**src/sv/esc_pkg.sv**
```systemverilog
`timescale 1ns / 1ps

package esc_pkg;

  // width of the shared compare-subtract unit
  localparam int unsigned SubW = 18;

  localparam logic [11:0] BaseYearReset = 12'd2000;

  localparam logic [SubW-1:0] SecsPerDay  = 18'd86400;
  localparam logic [SubW-1:0] SecsPerHour = 18'd3600;
  localparam logic [SubW-1:0] SecsPerMin  = 18'd60;
  localparam logic [SubW-1:0] DaysLeap    = 18'd366;
  localparam logic [SubW-1:0] DaysCommon  = 18'd365;

  // reciprocal constants for the weekday and leap-cycle setup
  localparam logic [12:0] WdayOffset = 13'd399;
  localparam logic [25:0] Recip100   = 26'd5243;   // 2^19 / 100, rounded up
  localparam logic [26:0] Recip7     = 27'd9363;   // 2^16 / 7, rounded up
  localparam logic [12:0] LeapCycle  = 13'd400;

  typedef enum logic [3:0] {
    S_IDLE,
    S_PREP1,
    S_PREP2,
    S_PREP3,
    S_PREP4,
    S_DIV,
    S_HOUR,
    S_MIN,
    S_YEAR,
    S_MONTH
  } state_t;

  typedef struct packed {
    logic            ge;
    logic [SubW-1:0] diff;
  } sub_res_t;

  // leap test from the year modulo 400
  function automatic logic is_leap(input logic [8:0] y400);
    logic by4;
    logic cent;
    by4  = (y400[1:0] == 2'd0);
    cent = (y400 == 9'd100) || (y400 == 9'd200) || (y400 == 9'd300);
    return (by4 && !cent) || (y400 == 9'd0);
  endfunction

  function automatic logic [4:0] month_len(input logic [3:0] m, input logic leap);
    logic [4:0] len;
    unique case (m) inside
      4'd2:                      len = leap ? 5'd29 : 5'd28;
      4'd4, 4'd6, 4'd9, 4'd11:   len = 5'd30;
      default:                   len = 5'd31;
    endcase
    return len;
  endfunction

  // x mod 7 for x below 64, quotient by reciprocal 37/256
  function automatic logic [2:0] mod7_small(input logic [5:0] x);
    logic [11:0] prod;
    logic [5:0]  q;
    logic [5:0]  r;
    prod = {6'd0, x} * 12'd37;
    q    = {2'd0, prod[11:8]};
    r    = x - ((q << 3) - q);
    return r[2:0];
  endfunction

endpackage

```
**src/sv/esc_cmpsub.sv**
```systemverilog
`timescale 1ns / 1ps

module esc_cmpsub import esc_pkg::*; (
  input  logic [SubW-1:0] a,
  input  logic [SubW-1:0] b,
  output sub_res_t        res
);

  logic [SubW:0] wide;

  // borrow out clear means a >= b
  assign wide     = {1'b0, a} - {1'b0, b};
  assign res.diff = wide[SubW-1:0];
  assign res.ge   = ~wide[SubW];

endmodule

```
**src/sv/epoch_seconds_to_calendar.sv**
```systemverilog
`timescale 1ns / 1ps

// epoch seconds to gregorian calendar converter
// a transaction is taken when start is high and busy is low; seconds counts
// from midnight of 1 january of base_year, which is written on the cfg
// channel (cfg_ready is high only while the block is idle and start is low,
// so a base year write never lands on the edge that takes a transaction;
// reset value 2000). the block answers each transaction with exactly one
// result, shown on the result ports for the one cycle in which done is high;
// there is no back-pressure, so the receiver must capture it then. the day
// split, hour and minute and the year and month walks run on a single
// 18-bit compare-subtract unit, after a setup of the weekday and leap cycle
// of the base year. the walks take off one whole year or month per cycle;
// each ends once the next year or month no longer fits, the month walk also
// at december. start may be raised again in the done cycle. years past 4095
// wrap in the year field; leap rules see the full year

module epoch_seconds_to_calendar import esc_pkg::*; (
  input  logic        clk,
  input  logic        rst,
  // command channel
  input  logic        start,
  output logic        busy,
  input  logic [31:0] seconds,
  // base year write channel
  input  logic        cfg_valid,
  output logic        cfg_ready,
  input  logic [11:0] cfg_data,
  // result, valid for the single cycle of done
  output logic        done,
  output logic [11:0] year,
  output logic [3:0]  month,
  output logic [4:0]  month_day,
  output logic [8:0]  year_day,
  output logic [2:0]  week_day,
  output logic [4:0]  hour,
  output logic [5:0]  minute,
  output logic [5:0]  second
);

  state_t state, state_next;
  logic   done_next;

  logic [11:0] base_year;

  // division datapath: acc is the partial remainder, sh holds the dividend
  // low bits on the way in and the day count afterwards
  logic [SubW-1:0] acc;
  logic [15:0]     sh;
  logic [3:0]      cnt;

  // weekday and leap-cycle setup
  logic [5:0]  p100;
  logic [12:0] wsum;
  logic [9:0]  q7;
  logic [2:0]  wd;
  logic [8:0]  y400;

  logic [12:0] yr;
  logic [4:0]  hr;
  logic [5:0]  mn;
  logic [3:0]  mon;
  logic [8:0]  yday;

  // setup arithmetic
  logic [12:0] p;
  logic [25:0] p_prod;
  logic [26:0] w_prod;
  logic [12:0] pm400;
  logic [12:0] wrem;

  logic            leap;
  logic [4:0]      mlen;
  logic [SubW-1:0] sub_a;
  logic [SubW-1:0] sub_b;
  sub_res_t        sub_res;

  assign busy      = (state != S_IDLE);
  // a pending start wins over a base year write
  assign cfg_ready = ~busy & ~start;

  assign p      = {1'b0, base_year} + WdayOffset;
  assign p_prod = {13'd0, p} * Recip100;
  assign w_prod = {14'd0, wsum} * Recip7;
  // p mod 400, using p/400 = (p/100)/4
  assign pm400  = p - ({9'd0, p100[5:2]} * LeapCycle);
  assign wrem   = wsum - (({3'd0, q7} << 3) - {3'd0, q7});

  assign leap = is_leap(y400);
  assign mlen = month_len(mon, leap);

  // operand select for the shared unit
  always_comb begin
    unique case (state)
      S_DIV: begin
        sub_a = {acc[SubW-2:0], sh[15]};
        sub_b = SecsPerDay;
      end
      S_HOUR: begin
        sub_a = acc;
        sub_b = SecsPerHour << cnt[2:0];
      end
      S_MIN: begin
        sub_a = acc;
        sub_b = SecsPerMin << cnt[2:0];
      end
      S_YEAR: begin
        sub_a = {2'd0, sh};
        sub_b = leap ? DaysLeap : DaysCommon;
      end
      S_MONTH: begin
        sub_a = {2'd0, sh};
        sub_b = {13'd0, mlen};
      end
      default: begin
        sub_a = '0;
        sub_b = '0;
      end
    endcase
  end

  esc_cmpsub u_sub (
    .a   (sub_a),
    .b   (sub_b),
    .res (sub_res)
  );

  // sequencer
  always_ff @(posedge clk) begin
    if (rst) begin
      state <= S_IDLE;
      done  <= 1'b0;
    end else begin
      state <= state_next;
      done  <= done_next;
    end
  end

  always_comb begin
    state_next = state;
    done_next  = 1'b0;
    unique case (state)
      S_IDLE:  if (start) state_next = S_PREP1;
      S_PREP1: state_next = S_PREP2;
      S_PREP2: state_next = S_PREP3;
      S_PREP3: state_next = S_PREP4;
      S_PREP4: state_next = S_DIV;
      S_DIV:   if (cnt == 4'd0) state_next = S_HOUR;
      S_HOUR:  if (cnt == 4'd0) state_next = S_MIN;
      S_MIN:   if (cnt == 4'd0) state_next = S_YEAR;
      S_YEAR:  if (!sub_res.ge) state_next = S_MONTH;
      S_MONTH: begin
        if (mon == 4'd12 || !sub_res.ge) begin
          state_next = S_IDLE;
          done_next  = 1'b1;
        end
      end
      default: state_next = S_IDLE;
    endcase
  end

  // base year register
  always_ff @(posedge clk) begin
    if (rst) begin
      base_year <= BaseYearReset;
    end else if (cfg_valid && cfg_ready) begin
      base_year <= cfg_data;
    end
  end

  // datapath
  always_ff @(posedge clk) begin
    case (state)
      S_IDLE: begin
        acc <= {2'd0, seconds[31:16]};
        sh  <= seconds[15:0];
        cnt <= 4'd15;
        yr  <= {1'b0, base_year};
      end
      S_PREP1: begin
        p100 <= p_prod[24:19];
      end
      S_PREP2: begin
        // jan 1 weekday sum over (year - 1), and year mod 400
        wsum <= p + (p >> 2) - {7'd0, p100} + {9'd0, p100[5:2]} + 13'd1;
        y400 <= (pm400[8:0] == 9'd399) ? 9'd0 : pm400[8:0] + 9'd1;
      end
      S_PREP3: begin
        q7 <= w_prod[25:16];
      end
      S_PREP4: begin
        wd <= wrem[2:0];
      end
      S_DIV: begin
        acc <= sub_res.ge ? sub_res.diff : sub_a;
        sh  <= {sh[14:0], sub_res.ge};
        cnt <= (cnt == 4'd0) ? 4'd4 : cnt - 4'd1;
      end
      S_HOUR: begin
        if (sub_res.ge) acc <= sub_res.diff;
        hr  <= {hr[3:0], sub_res.ge};
        cnt <= (cnt == 4'd0) ? 4'd5 : cnt - 4'd1;
      end
      S_MIN: begin
        if (sub_res.ge) acc <= sub_res.diff;
        mn  <= {mn[4:0], sub_res.ge};
        cnt <= cnt - 4'd1;
      end
      S_YEAR: begin
        if (sub_res.ge) begin
          sh   <= sub_res.diff[15:0];
          yr   <= yr + 13'd1;
          y400 <= (y400 == 9'd399) ? 9'd0 : y400 + 9'd1;
          wd   <= mod7_small({3'd0, wd} + (leap ? 6'd2 : 6'd1));
        end else begin
          yday <= sh[8:0] + 9'd1;
          mon  <= 4'd1;
        end
      end
      S_MONTH: begin
        if (mon != 4'd12 && sub_res.ge) begin
          sh  <= sub_res.diff[15:0];
          mon <= mon + 4'd1;
          wd  <= mod7_small({3'd0, wd} + {1'b0, mlen});
        end else begin
          year      <= yr[11:0];
          month     <= mon;
          month_day <= sh[4:0] + 5'd1;
          year_day  <= yday;
          week_day  <= mod7_small({3'd0, wd} + sh[5:0]);
          hour      <= hr;
          minute    <= mn;
          second    <= acc[5:0];
        end
      end
      default: begin
        cnt <= cnt;
      end
    endcase
  end

  // checks

  a_done_from_month: assert property (@(posedge clk) disable iff (rst)
    done |-> $past(state) == S_MONTH)
    else $error("result strobe without a finished month walk");

  a_busy_needs_start: assert property (@(posedge clk) disable iff (rst)
    $rose(busy) |-> $past(start))
    else $error("sequencer left idle without a command");

  a_wd_range: assert property (@(posedge clk) disable iff (rst)
    (state == S_YEAR || state == S_MONTH) |-> wd < 3'd7)
    else $error("running weekday out of range");

  a_month_range: assert property (@(posedge clk) disable iff (rst)
    state == S_MONTH |-> (mon >= 4'd1 && mon <= 4'd12))
    else $error("month counter out of range");

  a_cycle_range: assert property (@(posedge clk) disable iff (rst)
    state == S_YEAR |-> y400 < 9'd400)
    else $error("leap-cycle position out of range");

  a_time_range: assert property (@(posedge clk) disable iff (rst)
    done |-> (hour < 5'd24 && minute < 6'd60 && second < 6'd60))
    else $error("time of day out of range");

endmodule

```
**config.mk**
```make
export PLATFORM = sky130hd
export DESIGN_NAME = epoch_seconds_to_calendar
export DESIGN_NICKNAME = d
export VERILOG_FILES = /design/src/sv/esc_pkg.sv /design/src/sv/esc_cmpsub.sv /design/src/sv/epoch_seconds_to_calendar.sv
export SDC_FILE = /design/constraint.sdc
export NUM_CORES = 1
export LEC_CHECK = 0
export BUFFER_PORTS_ARGS = -buffer_cell sky130_fd_sc_hd__clkbuf_2
export CORE_ASPECT_RATIO = 1.1
export CORE_MARGIN = 10
export CORE_UTILIZATION = 45
export DETAILED_ROUTE_END_ITERATION = 8
export PLACE_DENSITY = 0.64
export SYNTH_ARGS = -nofsm -noshare
export SYNTH_HDL_FRONTEND = slang
export SYNTH_HIERARCHICAL = 1
export SYNTH_SLANG_ARGS = --single-unit
export TNS_END_PERCENT = 50
```
**constraint.sdc**
```tcl
create_clock -name clk -period 7.3 [get_ports clk]
set_input_delay 2.19 -clock clk [delete_from_list [all_inputs] [get_ports clk]]
set_output_delay 2.19 -clock clk [all_outputs]
set_load 0.03 [all_outputs]
```
==> flow_summary.toml <==
[critical_path]
worstSetupPathType = "reg2reg"
path_max_fanout = 8
cp.required_ns = 7.50
cp-start-kind = "register"
worstPathCellList = "inv_2 > ha_1 > nor3b_2 > nor2_1 > or3_1 > nand2_1 > xnor2_1 > ha_1 > inv_1 > fa_1 > inv_1 > fa_1 > inv_1 > fa_1 > fa_1 > inv_1 > ha_1 > a21o_1 > a21o_1 > a221oi_2 > o21ai_1 > a21o_1 > a221o_1 > xor2_1"
cp.arrival_ns = 7.06
critical_path.endpoint_type = "register"
crit_family = "adder cells"
slowest_stage = "xnor2_1"
path_buf_inv = 5
cpPeakStageDelay_ns = 0.69

[routing]
met2WireLength_mm = 18.11
drc = 0
wire_per_inst_um = 16.72
m1WireLength_mm = 15.96
routed_via_density = 5.289
topRoutingLayerUsed = "met4"
ant_nets = 0
dr.pass1.iters = 8
drt_iter0_markers = 671
drt-total-wl_mm = 36.56
routed-wl-met3_mm = 1.591
routed-via-count = 11570

[finish]
final_common_cell = "inv_1"
final_layout_size_suffix_gt1_share_pct = 10.84
design_area_um2 = 17750
mostFrequentLayoutCells = "292 x inv_1, 252 x ha_1, 158 x edfxtp_1, 133 x nand2_1, 101 x fa_1"
fin_util_pct = 50.38
nNetsFinal = 2094
syn2layout_area_growth_pct = 10.13
diodes = 0

[global_routing]
overflow = 0
grt_usage_pct = 16.74
grt_max_degree = 32
grt_pass1_wl_mm = 60.38
antenna_found_initial = 0
grt_pass1_vias = 12050

[yosys]
synth_cell_types = 86
synth-edff-count = 158
syn-num-nets = 2003
ys_seq_elements = 175
synth_top_area_share_pct = 29.45
syn_area_um2 = 16110
synthArstFlopShare_pct = 0
ys_top_cells_by_area = "edfxtp_1 29%, ha_1 20%, fa_1 13%"
synth.largest_area_cell = "edfxtp_1"
ys_seq_area_share_pct = 31.56
avgSynthCellArea_um2 = 10.06
yosysWarnings = 6
ys.flop_type = "edfxtp_1"
netlist_instances = 1602

[floorplanning]
die_x_um = 200.4
initial_core_util_pct = 45.74
rows = 72
io_pins = 101
die-area_um2 = 43780
core_um2 = 35220
fp.dieH_um = 218.5

[run]
max_cap_viol_count = 0

[clocking]
clkLatencyLatePin_ns = 0.45
tritoncts = "done"
numClockSinks = 175
root_buffer = "clkbuf_16"
numCtsBuffers = 17
h-tree-depth = 4
holdBufCountCts = 0
cts.clk_slew.worst_paths_ns = 0.08
post_cts_buffers = 0
postCtsResizedCells = 0
clockBufferDepth = 2

[sta]
tns_ns = 0
slew_headroom_pct = 12.58
skew_ns = 0.01822
finalHoldViolCount = 0
worst_pin_slew_ns = 1.301
period_share_pct = 93.89
max_freq_mhz = 145.9
rsz0062_at_grt = "no"
final.min_clock_period_ns = 6.854
maxSlewViolCount = 0
setup_viol = 0
setup_ws_ns = 0.4458

[place]
port_buffers = 100
detailed_place.area_um2 = 17170
gp_congestion = 0.8977
hpwl_mm = 29.81
dpl_worst_slack_ns = 0.4776

[hold_path]
hold_class = "reg2reg"

[status]
outcome = "finished, final reports clean"
-- metal layers --
| metal | global-route usage (%) | vias up |
|---|---|---|
| li1 | - | 5671 |
| met1 | 20.34 | 5579 |
| met2 | 29.60 | 269 |
| met3 | 2.663 | 49 |
| met4 | 5.860 | 0 |
| met5 | 0 | - |
-- path summary, 6_finish.rpt --
| check | start | end | slack (ns) | cells past startpoint |
|---|---|---|---|---|
| setup reg to reg | base_year[0]$_SDFFE_PP0P_ | p100[3]$_DFFE_PP_ | 0.45 | 24 |
| hold reg to reg | yday[5]$_DFFE_PP_ | year_day[5]$_DFFE_PP_ | 0.42 | 0 |
| setup / recovery | base_year[0]$_SDFFE_PP0P_ | p100[3]$_DFFE_PP_ | 0.45 | 24 |
| hold / removal | yday[5]$_DFFE_PP_ | year_day[5]$_DFFE_PP_ | 0.42 | 0 |
-- sequential cells by signal (all words and copies together), names as in the netlist, 5 cells and up --
name / cells
year: 12
yday: 9
second: 6
base_year: 12
hour: 5
p100: 6
yr: 12
y400: 9
wsum: 13
month_day: 5
year_day: 9
mn: 6
acc: 18
hr: 5
minute: 6
sh: 16
-- worst register-to-register path, stage by stage, from the launching register on --
cell      delay, ns
dfxtp_1        0.51
inv_2          0.18
ha_1           0.26
nor3b_2        0.18
nor2_1         0.17
or3_1          0.15
nand2_1        0.07
xnor2_1        0.69
ha_1           0.29
inv_1          0.08
fa_1           0.50
inv_1          0.06
fa_1           0.50
inv_1          0.05
fa_1           0.46
fa_1           0.55
inv_1          0.04
ha_1           0.30
a21o_1         0.18
a21o_1         0.18
a221oi_2       0.39
o21ai_1        0.15
a21o_1         0.21
a221o_1        0.30
xor2_1         0.14
-- area by class of cell --
type	count	area [µm²]
clock buffer	17	425.4
clock inverter	15	150.1
fill	3238	17480
inverter	294	1104
multi-input combinational	1090	9754
sequential	175	5085
tap	481	601.8
timing repair buffer	115	625.6
-- logic make-up (layout without fill, tap and decap cells) --
family / Yosys count / in the layout / synth area share (%)
fa+ha+maj: 354 / 354 / 32.18
flops: 175 / 175 / 31.56
mux: 3 / 3 / 0.1941
compound gates: 292 / 292 / 12.24
buf+inv: 337 / 441 / 7.998
xor+xnor: 106 / 106 / 5.808
simple gates: 335 / 335 / 10.02
-- cells in the mapped netlist, types with 3 or more instances --
| library cell | n |
|---|---|
| a211oi_1 | 5 |
| a21o_1 | 20 |
| a21oi_1 | 74 |
| a221o_1 | 3 |
| a222oi_1 | 16 |
| a22o_1 | 4 |
| a22oi_1 | 33 |
| a31oi_1 | 5 |
| a41o_1 | 3 |
| and2_1 | 8 |
| and3_1 | 9 |
| buf_2 | 16 |
| clkbuf_1 | 24 |
| dfxtp_1 | 17 |
| edfxtp_1 | 158 |
| fa_1 | 101 |
| ha_1 | 252 |
| inv_1 | 292 |
| nand2_1 | 133 |
| nand2b_1 | 12 |
| nand3_1 | 28 |
| nand3b_1 | 8 |
| nand4_1 | 8 |
| nand4b_1 | 3 |
| nor2_1 | 65 |
| nor2_2 | 3 |
| nor2b_1 | 6 |
| nor3_1 | 20 |
| nor3b_2 | 3 |
| o211ai_1 | 7 |
| o21a_1 | 10 |
| o21ai_0 | 41 |
| o21ai_1 | 23 |
| o22ai_1 | 8 |
| o31ai_1 | 6 |
| or2_2 | 6 |
| or3_1 | 8 |
| xnor2_1 | 71 |
| xor2_1 | 34 |
-- through the flow --
stage               hold slack, ns  instances
detailed placement          0.4045       2155
CTS                         0.4211       2187
floorplan                   0.4003       1602
global route                0.4230       2187
global placement            0.4036       2155
finish                      0.4197       2187
Power is not shown: default switching activity piles up to over one toggle a cycle in this logic, so the estimate is an artifact.
